$ cat config.mk
export PLATFORM = sky130hd
export DESIGN_NAME = nat_port_translation_table_core
export DESIGN_NICKNAME = d
export VERILOG_FILES = /design/src/rtl/natpt_pkg.sv /design/src/rtl/natpt_ram.sv /design/src/rtl/natpt_ctrl.sv /design/src/rtl/natpt_dp.sv /design/src/rtl/nat_port_translation_table_core.sv
export SDC_FILE = /design/constraint.sdc
export NUM_CORES = 2
export LEC_CHECK = 0
export ABC_AREA = 0
export BUFFER_PORTS_ARGS = -buffer_cell sky130_fd_sc_hd__buf_4
export CAP_MARGIN = 15
export CORE_ASPECT_RATIO = 1.25
export CORE_UTILIZATION = 25
export CTS_CLUSTER_SIZE = 8
export DETAILED_ROUTE_END_ITERATION = 7
export GPL_TIMING_DRIVEN = 1
export PLACE_DENSITY = 0.38
export SLEW_MARGIN = 20
export SYNTH_ARGS = -nofsm -noshare
export SYNTH_HDL_FRONTEND = slang
export SYNTH_HIERARCHICAL = 1
export SYNTH_SLANG_ARGS = --single-unit
$ cat constraint.sdc
create_clock -name clock -period 13 [get_ports clock]
set_input_delay 1.95 -clock clock [delete_from_list [all_inputs] [get_ports clock]]
set_output_delay 1.95 -clock clock [all_outputs]
set_load 0.03 [all_outputs]
$ cat src/rtl/natpt_pkg.sv
// Shared types and constants for the port translation table.
`default_nettype none

package natpt_pkg;

   localparam int TABLE_ENTRIES = 16;
   localparam int IDX_W = (TABLE_ENTRIES > 1) ? $clog2(TABLE_ENTRIES) : 1;
   localparam int CNT_W = $clog2(TABLE_ENTRIES + 1);

   localparam int PORT_W  = 16;
   localparam int ADDR_W  = 32;
   localparam int PROTO_W = 8;

   localparam logic [PORT_W-1:0] PORT_BASE_RESET = 16'd40000;

   typedef enum logic [1:0] {
      STATUS_OK       = 2'd0,
      STATUS_FULL     = 2'd1,
      STATUS_NO_MATCH = 2'd2
   } status_type;

   typedef struct packed {
      logic [ADDR_W-1:0]  priv_addr;
      logic [PORT_W-1:0]  lan_port;
      logic [PORT_W-1:0]  wan_port;
      logic [ADDR_W-1:0]  rem_addr;
      logic [PORT_W-1:0]  rem_port;
      logic [PROTO_W-1:0] proto;
   } entry_type;

   localparam int ENTRY_W = $bits(entry_type);

   typedef struct packed {
      logic load;
      logic alloc;
      logic scan;
      logic scan_end;
      logic emit;
   } cmd_type;

   typedef struct packed {
      logic req_inbound;
      logic scan_done;
      logic out_free;
   } sts_type;

endpackage

`default_nettype wire

$ cat src/rtl/natpt_ram.sv
// Generic single write port, single read port RAM with registered read.
`default_nettype none

module natpt_ram #(
   parameter int WIDTH = 8,
   parameter int DEPTH = 16
) (
   input  wire logic                                        clock,
   input  wire logic                                        wr_en,
   input  wire logic [((DEPTH > 1) ? $clog2(DEPTH) : 1)-1:0] wr_addr,
   input  wire logic [WIDTH-1:0]                            wr_data,
   input  wire logic                                        rd_en,
   input  wire logic [((DEPTH > 1) ? $clog2(DEPTH) : 1)-1:0] rd_addr,
   output      logic [WIDTH-1:0]                            rd_data
);

   logic [WIDTH-1:0] mem_ff [DEPTH];

   always_ff @(posedge clock) begin
      if (wr_en) begin
         mem_ff[wr_addr] <= wr_data;
      end
      if (rd_en) begin
         rd_data <= mem_ff[rd_addr];
      end
   end

endmodule

`default_nettype wire

$ cat src/rtl/natpt_ctrl.sv
// Sequencer for allocate, scan and result hand-off.
`default_nettype none

module natpt_ctrl import natpt_pkg::*; (
   input  wire logic    clock,
   input  wire logic    reset,
   input  wire logic    req_valid,
   output      logic    req_ready,
   input  wire sts_type sts,
   output      cmd_type cmd
);

   typedef enum logic [1:0] {
      ST_IDLE,
      ST_ALLOC,
      ST_SCAN,
      ST_FINISH
   } state_type;

   state_type state_ff, state_in;
   logic      req_ready_ff;

   always_comb begin
      cmd      = '0;
      state_in = state_ff;
      case (state_ff)
         ST_IDLE: begin
            if (req_valid && req_ready_ff) begin
               cmd.load = 1'b1;
               state_in = sts.req_inbound ? ST_SCAN : ST_ALLOC;
            end
         end
         ST_ALLOC: begin
            cmd.alloc = 1'b1;
            state_in  = ST_FINISH;
         end
         ST_SCAN: begin
            cmd.scan = 1'b1;
            if (sts.scan_done) begin
               cmd.scan_end = 1'b1;
               state_in     = ST_FINISH;
            end
         end
         ST_FINISH: begin
            if (sts.out_free) begin
               cmd.emit = 1'b1;
               state_in = ST_IDLE;
            end
         end
         default: begin
            state_in = ST_IDLE;
         end
      endcase
   end

   always_ff @(posedge clock) begin
      if (reset) begin
         state_ff     <= ST_IDLE;
         req_ready_ff <= 1'b1;
      end else begin
         state_ff     <= state_in;
         req_ready_ff <= (state_in == ST_IDLE);
      end
   end

   assign req_ready = req_ready_ff;

   // ready only while idle
   a_ready_idle: assert property (@(posedge clock) disable iff (reset)
      req_ready_ff |-> state_ff == ST_IDLE)
      else $error("req_ready outside idle");

   // accepted beat leaves idle on the next edge
   a_accept_leaves: assert property (@(posedge clock) disable iff (reset)
      cmd.load |=> state_ff != ST_IDLE && !req_ready_ff)
      else $error("accepted beat did not start work");

   // an allocate is followed by finish on the next edge
   a_alloc_one: assert property (@(posedge clock) disable iff (reset)
      state_ff == ST_ALLOC |=> state_ff == ST_FINISH)
      else $error("allocate took more than one cycle");

endmodule

`default_nettype wire

$ cat src/rtl/natpt_dp.sv
// Datapath: request capture, entry table, scan compare and result registers.
`default_nettype none

module natpt_dp import natpt_pkg::*; (
   input  wire logic                clock,
   input  wire logic                reset,
   input  wire cmd_type             cmd,
   output      sts_type             sts,
   input  wire logic                req_kind,
   input  wire logic [ADDR_W-1:0]   req_local_addr,
   input  wire logic [PORT_W-1:0]   req_local_port,
   input  wire logic [ADDR_W-1:0]   req_remote_addr,
   input  wire logic [PORT_W-1:0]   req_remote_port,
   input  wire logic [PROTO_W-1:0]  req_protocol,
   input  wire logic [PORT_W-1:0]   req_wan_port,
   input  wire logic                csr_valid,
   input  wire logic [PORT_W-1:0]   csr_port_base,
   input  wire logic                rsp_ready,
   output      logic                rsp_valid,
   output      logic [1:0]          rsp_status,
   output      logic [PORT_W-1:0]   rsp_assigned_port,
   output      logic [ADDR_W-1:0]   rsp_private_addr,
   output      logic [PORT_W-1:0]   rsp_lan_port
);

   // control registers
   logic [CNT_W-1:0]  count_ff, count_in;
   logic [PORT_W-1:0] port_base_ff, port_base_in;
   logic [CNT_W-1:0]  scan_idx_ff, scan_idx_in;
   logic              cmp_vld_ff, cmp_vld_in;
   logic              rsp_valid_ff, rsp_valid_in;

   // payload registers
   entry_type         req_ff, req_in;
   logic [CNT_W-1:0]  cmp_idx_ff, cmp_idx_in;
   status_type        res_status_ff, res_status_in;
   logic [PORT_W-1:0] res_port_ff, res_port_in;
   logic [ADDR_W-1:0] res_addr_ff, res_addr_in;
   logic [PORT_W-1:0] res_pport_ff, res_pport_in;
   logic [1:0]        rsp_status_ff, rsp_status_in;
   logic [PORT_W-1:0] rsp_port_ff, rsp_port_in;
   logic [ADDR_W-1:0] rsp_addr_ff, rsp_addr_in;
   logic [PORT_W-1:0] rsp_pport_ff, rsp_pport_in;

   logic              full;
   logic [PORT_W-1:0] assigned;
   logic              wr_en;
   entry_type         wr_entry;
   logic [ENTRY_W-1:0] rd_data;
   entry_type         rd_entry;
   logic              match;
   logic              hit;
   logic              out_free;

   assign full     = (count_ff == CNT_W'(TABLE_ENTRIES));
   assign assigned = port_base_ff + PORT_W'(count_ff);
   assign wr_en    = cmd.alloc && !full;
   assign out_free = !rsp_valid_ff || rsp_ready;

   always_comb begin
      wr_entry          = req_ff;
      wr_entry.wan_port = assigned;
   end

   natpt_ram #(
      .WIDTH (ENTRY_W),
      .DEPTH (TABLE_ENTRIES)
   ) u_table (
      .clock   (clock),
      .wr_en   (wr_en),
      .wr_addr (count_ff[IDX_W-1:0]),
      .wr_data (wr_entry),
      .rd_en   (cmd.scan),
      .rd_addr (scan_idx_ff[IDX_W-1:0]),
      .rd_data (rd_data)
   );

   assign rd_entry = entry_type'(rd_data);

   // req_ff.wan_port holds the public port to translate on inbound beats
   assign match = (rd_entry.wan_port == req_ff.wan_port) &&
                  (rd_entry.rem_addr == req_ff.rem_addr) &&
                  (rd_entry.rem_port == req_ff.rem_port) &&
                  (rd_entry.proto    == req_ff.proto);
   assign hit   = cmp_vld_ff && match;

   always_comb begin
      sts.req_inbound = req_kind;
      sts.out_free    = out_free;
      sts.scan_done   = (count_ff == '0) ||
                        (cmp_vld_ff && (match || ((cmp_idx_ff + CNT_W'(1)) == count_ff)));
   end

   always_comb begin
      count_in     = count_ff;
      port_base_in = port_base_ff;
      scan_idx_in  = scan_idx_ff;
      cmp_vld_in   = cmp_vld_ff;
      rsp_valid_in = rsp_valid_ff;
      cmp_idx_in   = cmp_idx_ff;

      if (csr_valid) begin
         port_base_in = csr_port_base;
      end
      if (cmd.load) begin
         scan_idx_in = '0;
         cmp_vld_in  = 1'b0;
      end
      if (wr_en) begin
         count_in = count_ff + CNT_W'(1);
      end
      if (cmd.scan) begin
         scan_idx_in = scan_idx_ff + CNT_W'(1);
         cmp_vld_in  = (scan_idx_ff < count_ff);
         cmp_idx_in  = scan_idx_ff;
      end
      if (cmd.emit) begin
         rsp_valid_in = 1'b1;
      end else if (rsp_ready) begin
         rsp_valid_in = 1'b0;
      end
   end

   always_comb begin
      req_in        = req_ff;
      res_status_in = res_status_ff;
      res_port_in   = res_port_ff;
      res_addr_in   = res_addr_ff;
      res_pport_in  = res_pport_ff;
      rsp_status_in = rsp_status_ff;
      rsp_port_in   = rsp_port_ff;
      rsp_addr_in   = rsp_addr_ff;
      rsp_pport_in  = rsp_pport_ff;

      if (cmd.load) begin
         req_in.priv_addr = req_local_addr;
         req_in.lan_port  = req_local_port;
         req_in.wan_port  = req_wan_port;
         req_in.rem_addr  = req_remote_addr;
         req_in.rem_port  = req_remote_port;
         req_in.proto     = req_protocol;
      end
      if (cmd.alloc) begin
         res_status_in = full ? STATUS_FULL : STATUS_OK;
         res_port_in   = full ? '0 : assigned;
         res_addr_in   = '0;
         res_pport_in  = '0;
      end
      if (cmd.scan_end) begin
         res_status_in = hit ? STATUS_OK : STATUS_NO_MATCH;
         res_port_in   = '0;
         res_addr_in   = hit ? rd_entry.priv_addr : '0;
         res_pport_in  = hit ? rd_entry.lan_port : '0;
      end
      if (cmd.emit) begin
         rsp_status_in = res_status_ff;
         rsp_port_in   = res_port_ff;
         rsp_addr_in   = res_addr_ff;
         rsp_pport_in  = res_pport_ff;
      end
   end

   always_ff @(posedge clock) begin
      if (reset) begin
         count_ff     <= '0;
         port_base_ff <= PORT_BASE_RESET;
         scan_idx_ff  <= '0;
         cmp_vld_ff   <= 1'b0;
         rsp_valid_ff <= 1'b0;
      end else begin
         count_ff     <= count_in;
         port_base_ff <= port_base_in;
         scan_idx_ff  <= scan_idx_in;
         cmp_vld_ff   <= cmp_vld_in;
         rsp_valid_ff <= rsp_valid_in;
      end
   end

   always_ff @(posedge clock) begin
      req_ff        <= req_in;
      cmp_idx_ff    <= cmp_idx_in;
      res_status_ff <= res_status_in;
      res_port_ff   <= res_port_in;
      res_addr_ff   <= res_addr_in;
      res_pport_ff  <= res_pport_in;
      rsp_status_ff <= rsp_status_in;
      rsp_port_ff   <= rsp_port_in;
      rsp_addr_ff   <= rsp_addr_in;
      rsp_pport_ff  <= rsp_pport_in;
   end

   assign rsp_valid         = rsp_valid_ff;
   assign rsp_status        = rsp_status_ff;
   assign rsp_assigned_port = rsp_port_ff;
   assign rsp_private_addr  = rsp_addr_ff;
   assign rsp_lan_port      = rsp_pport_ff;

   a_count_bound: assert property (@(posedge clock) disable iff (reset)
      count_ff <= CNT_W'(TABLE_ENTRIES))
      else $error("entry count beyond table size");

   a_alloc_grows: assert property (@(posedge clock) disable iff (reset)
      cmd.alloc && !full |=> count_ff == $past(count_ff) + CNT_W'(1))
      else $error("allocate did not append an entry");

   a_cmp_in_range: assert property (@(posedge clock) disable iff (reset)
      cmp_vld_ff |-> cmp_idx_ff < count_ff)
      else $error("compare on an unwritten entry");

endmodule

`default_nettype wire

$ cat src/rtl/nat_port_translation_table_core.sv
// Top level of the NAT port translation table.
//
//  channel | direction | beat contents
//  req_    | in        | kind, local/remote address and port, protocol, public port
//  rsp_    | out       | status, assigned port, private address and port
//  csr_    | in        | port_base write data
//
// Outbound beat: accept, append in the allocate state, then hand-off to the output register.
// Inbound beat: the scan reads one entry per cycle from the table RAM through its
// single read port.
// Reset clears the table count and loads port_base with 40000.
// A result waiting in the output register does not block the next accept;
// it only holds the following result until taken.
`default_nettype none

module nat_port_translation_table_core import natpt_pkg::*; (
   input  wire logic                clock,
   input  wire logic                reset,
   input  wire logic                req_valid,
   output      logic                req_ready,
   input  wire logic                req_kind,
   input  wire logic [ADDR_W-1:0]   req_local_addr,
   input  wire logic [PORT_W-1:0]   req_local_port,
   input  wire logic [ADDR_W-1:0]   req_remote_addr,
   input  wire logic [PORT_W-1:0]   req_remote_port,
   input  wire logic [PROTO_W-1:0]  req_protocol,
   input  wire logic [PORT_W-1:0]   req_wan_port,
   output      logic                rsp_valid,
   input  wire logic                rsp_ready,
   output      logic [1:0]          rsp_status,
   output      logic [PORT_W-1:0]   rsp_assigned_port,
   output      logic [ADDR_W-1:0]   rsp_private_addr,
   output      logic [PORT_W-1:0]   rsp_lan_port,
   input  wire logic                csr_valid,
   output      logic                csr_ready,
   input  wire logic [PORT_W-1:0]   csr_port_base
);

   cmd_type cmd;
   sts_type sts;

   assign csr_ready = 1'b1;

   natpt_ctrl u_ctrl (
      .clock     (clock),
      .reset     (reset),
      .req_valid (req_valid),
      .req_ready (req_ready),
      .sts       (sts),
      .cmd       (cmd)
   );

   natpt_dp u_dp (
      .clock             (clock),
      .reset             (reset),
      .cmd               (cmd),
      .sts               (sts),
      .req_kind          (req_kind),
      .req_local_addr    (req_local_addr),
      .req_local_port    (req_local_port),
      .req_remote_addr   (req_remote_addr),
      .req_remote_port   (req_remote_port),
      .req_protocol      (req_protocol),
      .req_wan_port      (req_wan_port),
      .csr_valid         (csr_valid),
      .csr_port_base     (csr_port_base),
      .rsp_ready         (rsp_ready),
      .rsp_valid         (rsp_valid),
      .rsp_status        (rsp_status),
      .rsp_assigned_port (rsp_assigned_port),
      .rsp_private_addr  (rsp_private_addr),
      .rsp_lan_port      (rsp_lan_port)
   );

endmodule

`default_nettype wire

==> summary.txt <==
Synthesis
  – Leading cell types by count after synthesis: 2281 x sky130_fd_sc_hd__edfxtp_1, 480 x sky130_fd_sc_hd__mux4_2, 240 x sky130_fd_sc_hd__a22oi_1
  – Library cell with the highest instance count after synthesis: sky130_fd_sc_hd__edfxtp_1
  – Yosys warning total: 6
  – Average cell area after synthesis: about 23 um^2
  – Synthesized Nets: 3893
  – Top FF cell, synth: sky130_fd_sc_hd__edfxtp_1
  – Post-synth EDFFs: between 2000 and 2500
  – Count of state elements after synthesis: approximately 2300
  – Mapped Cells: 3737
  – Distinct cell type count after synthesis: 55
  – Area share of the largest cell type after synthesis: 79.6%
  – Fraction of the yosys area taken by sequential cells: 80.7%
  – Proportion of synthesized flip-flops having asynchronous set or reset: 0%
  – Most area-consuming cells after synthesis: sky130_fd_sc_hd__edfxtp_1 80%, sky130_fd_sc_hd__mux4_2 13%, sky130_fd_sc_hd__a22oi_1 2.1%, sky130_fd_sc_hd__dfxtp_1 1.1%, sky130_fd_sc_hd__nand2_1 0.57%
  – Cell taking the most area after synthesis: sky130_fd_sc_hd__edfxtp_1
  – Synthesized cell area: 86000 um^2

Floorplanning
  – Starting Density: 25.2%
  – Boundary pin count: 211
  – Die width: 527 um
  – Floorplan core area: 342000 um^2
  – DIE AREA: 347000 um^2
  – Total number of placement rows: 240
  – Overall die height: 658 um

Placed design
  – Placed cells: 8358
  – Number of buffers inserted by port buffering: 209
  – Placement Setup Slack: 7.80 ns
  – Hpwl dp: 132 mm
  – Placer's final routability congestion estimate: around 0.7

Clock network
  – Inserted Clock Buffers: between 300 and 400
  – Clock-pin slew on the worst setup and hold paths: 0.05 ns
  – Number of buffers added for setup after CTS: 0
  – Clock root buffer master: sky130_fd_sc_hd__clkbuf_16
  – Number of hold buffers added after CTS: 0
  – Insertion delay to the later sink of the worst-skew pair: 0.91 ns
  – H-tree Lvls: 5
  – Clock tree sinks: approximately 2300
  – CTS-repair resized insts: 0
  – Bufs on Longest Clock Path: 4
  – CTS tree: yes

Layout
  – Area used by sequential logic in the layout: 69400 um^2
  – Share of final-layout standard cells stronger than drive strength 1: between 20% and 30%
  – Layout net count: 4371
  – Post-synthesis to final-layout area growth: 19.2%
  – Multi-input gate area in the final layout: 15900 um^2
  – Count of fill cells added during filler insertion: 32900
  – Fin cells: between 8000 and 9000

Worst setup path
  – Data required time of the worst path: 13.52 ns
  – Worst-case register-to-register setup slack: 8.00 ns
  – Worst Path Arrival: 5.52 ns
  – Top cell by count, worst path: sky130_fd_sc_hd__buf_4
  – Critical path class: flop to flop
  – Crit path buffers/inverters: 3
  – Kind of start point of the critical path: flop
  – Slowest cell on crit path: sky130_fd_sc_hd__nor4_1
  – Cells traversed along the worst timing path: xnor2_1 > nand4_1 > nor4_1 > nand3_1 > nor3_1 > a311o_1 > and3b_1 > nor2_1 > buf_4 > clkinv_2 > buf_4
  – Logic depth of the worst path, buffers included: 11
  – Crit path max-delay family: simple AND/OR/NAND/NOR gates
  – Maximum fanout encountered on the critical timing path: 39
  – Peak per-stage delay on the critical path: 0.78 ns
  – Depth of the worst register-to-register path: 11
  – Crit path capture type: flop

STA
  – Worst slew margin: a little over a quarter
  – Setup ws final: 8.00 ns
  – Max Slew Vio Count: 0
  – Total setup violations reported at the end of the flow: 0
  – Minimum clock period: 5.00 ns
  – Setup repair after global routing missed its margin: false
  – Max Clock Freq: 200 MHz
  – Hold Fails Final Rpt: 0
  – Total negative setup slack: 0 ns
  – Transition time of the tightest slew-check pin: 1.10 ns
  – Share of the clock period used by the worst path: 38.4%
  – Clock skew: 0.0606 ns
  – Hold_ws: 0.407 ns

Routing
  – First drt pass iteration count: 5
  – Vias: 39900
  – Remaining DRCs: 0
  – DRC violation total after the first TritonRoute iteration: 2955
  – Routed wire length: approximately 250 mm
  – Mean routed wirelength per cell: around 29 um
  – Number of nets with antenna violations after routing: 0
  – Average via count per standard cell: 4.55

Min path
  – Hold/Removal Path Class: flop to flop
  – Cell depth of the worst hold path: 0

GRT
  – Antenna violations before repair: 28
  – Vias in the first global route: 42900
  – Global-route wire length before repair: roughly 350 mm
  – Global-route total usage across every layer: 14.3%
  – Maximum number of pins on one net before global-route repair: about 110
  – Leftover overflow at the end of global routing: 0

Power and ir drop
  – Leakage power: 31.6 nW
  – Worst-case vdd ir drop: 0.0000977 V
  – Power Dens Cells: between 150 and 200 nW/um^2

Outcome
  – Outcome: completed

Run
  – Max cap viols: 0
-- layer usage --
metal	global-route usage [%]	up-vias	routed length (um)
met3	2.47	337	10700
met4	4.02	6	6030
li1	-	16600	-
met1	18.7	22000	108000
met2	24.1	942	125000
met5	0	-	41
-- logic make-up after synthesis --
| logic type | count (synthesis) | share of synthesized area [%] |
|---|---|---|
| adder cells (fa/ha/maj) | 14 | 0.212 |
| multiplexers | 492 | 12.7 |
| flip-flops | 2328 | 80.7 |
| buffers and inverters | 204 | 1.11 |
| other | 1 | 0.00436 |
| XOR/XNOR | 74 | 0.753 |
| AO/OA/AOI/OAI | 311 | 2.73 |
| AND/OR/NAND/NOR | 313 | 1.78 |
-- worst paths after layout --
check | from | to
hold / removal | u_dp/res_addr_ff[17]$_SDFFCE_PN0P_ | u_dp/rsp_private_addr[17]$_DFFE_PP_
setup reg to reg | u_dp/req_ff[6]$_DFFE_PP_ | u_dp/res_addr_ff[17]$_SDFFCE_PN0P_
setup / recovery | u_dp/req_ff[6]$_DFFE_PP_ | u_dp/res_addr_ff[17]$_SDFFCE_PN0P_
hold reg to reg | u_dp/res_addr_ff[17]$_SDFFCE_PN0P_ | u_dp/rsp_private_addr[17]$_DFFE_PP_
-- metrics by stage --
step                util, %  power [mW]  area (um^2)
floorplan                 -        10.2        86000
global placement       27.3        10.9        93500
detailed placement     27.3        10.9        93500
CTS                    30.0        18.9       103000
global route           30.0        19.2       103000
finish                 30.0        18.5       103000
-- state kept, by name, summed over array words and instances, names as in the netlist --
signal / count
u_dp/rsp_status: 2
u_dp/port_base_ff: 16
u_dp/req_ff: 120
u_dp/cmp_vld_ff: 1
u_ctrl/req_ready: 1
u_dp/u_table/mem_ff: 1920
u_dp/scan_idx_ff: 5
u_dp/cmp_idx_ff: 5
u_dp/rsp_assigned_port: 16
u_ctrl/state_ff: 2
u_dp/res_addr_ff: 32
u_dp/rsp_lan_port: 16
u_dp/res_pport_ff: 16
u_dp/rsp_valid: 1
u_dp/u_table/rd_data: 120
u_dp/res_port_ff: 16
u_dp/rsp_private_addr: 32
u_dp/res_status_ff: 2
u_dp/count_ff: 5
-- power by group --
part	switching, mW	total [mW]	internal, mW	leakage [nW]
clock	3.12	7.83	4.71	4.44
sequential	0.341	9.17	8.83	21.1
combinational	0.871	1.52	0.647	6.08
total	4.33	18.5	14.2	31.6
-- worst register-to-register path, cell delays in order, from the launching register on --
cell and delay [ns]:
sky130_fd_sc_hd__edfxtp_1 0.60, sky130_fd_sc_hd__xnor2_1 0.37, sky130_fd_sc_hd__nand4_1 0.36, sky130_fd_sc_hd__nor4_1 0.79, sky130_fd_sc_hd__nand3_1 0.47, sky130_fd_sc_hd__nor3_1 0.43, sky130_fd_sc_hd__a311o_1 0.16, sky130_fd_sc_hd__and3b_1 0.30
sky130_fd_sc_hd__nor2_1 0.08, sky130_fd_sc_hd__buf_4 0.21, sky130_fd_sc_hd__clkinv_2 0.20, sky130_fd_sc_hd__buf_4 0.57
-- layout make-up --
cell class	instances	share of cell area [%]
Clock buffer	385	8.48
Tap cell	4477	5.46
Clock inverter	29	0.407
Antenna cell	6	0.0146
Multi-Input combinational cell	1205	15.5
Sequential cell	2328	67.7
Inverter	29	0.107
Timing Repair Buffer	319	2.40
-- layout by cell type, fill, tap and decap left out, types with 5 or more instances in the layout --
master,netlist,routed
sky130_fd_sc_hd__edfxtp_1,2281,2281
sky130_fd_sc_hd__mux4_2,480,480
sky130_fd_sc_hd__clkbuf_16,0,341
sky130_fd_sc_hd__buf_4,17,314
sky130_fd_sc_hd__a22oi_1,240,240
sky130_fd_sc_hd__nand2_1,130,130
sky130_fd_sc_hd__and2_1,49,48
sky130_fd_sc_hd__dfxtp_1,47,45
sky130_fd_sc_hd__clkbuf_1,94,44
sky130_fd_sc_hd__xnor2_1,45,44
sky130_fd_sc_hd__nor2_1,44,31
sky130_fd_sc_hd__inv_1,29,28
sky130_fd_sc_hd__xor2_1,29,24
sky130_fd_sc_hd__a22o_1,17,17
sky130_fd_sc_hd__nand3_1,13,13
sky130_fd_sc_hd__ha_1,13,13
sky130_fd_sc_hd__nor2_4,0,13
sky130_fd_sc_hd__nand4_1,12,12
sky130_fd_sc_hd__nor2b_1,15,12
sky130_fd_sc_hd__mux2i_1,12,12
sky130_fd_sc_hd__a21oi_1,11,11
sky130_fd_sc_hd__clkinv_8,0,10
sky130_fd_sc_hd__nor3_1,13,9
sky130_fd_sc_hd__a21o_1,8,8
sky130_fd_sc_hd__nand2b_1,8,8
sky130_fd_sc_hd__clkinv_1,0,7
sky130_fd_sc_hd__o22ai_1,7,7
sky130_fd_sc_hd__nor4_1,7,7
sky130_fd_sc_hd__diode_2,0,6
sky130_fd_sc_hd__nor3b_1,6,6
sky130_fd_sc_hd__a211o_1,6,6
sky130_fd_sc_hd__inv_6,0,5
sky130_fd_sc_hd__xor2_2,0,5
sky130_fd_sc_hd__buf_12,0,5
(Power assumes the default switching activity.)
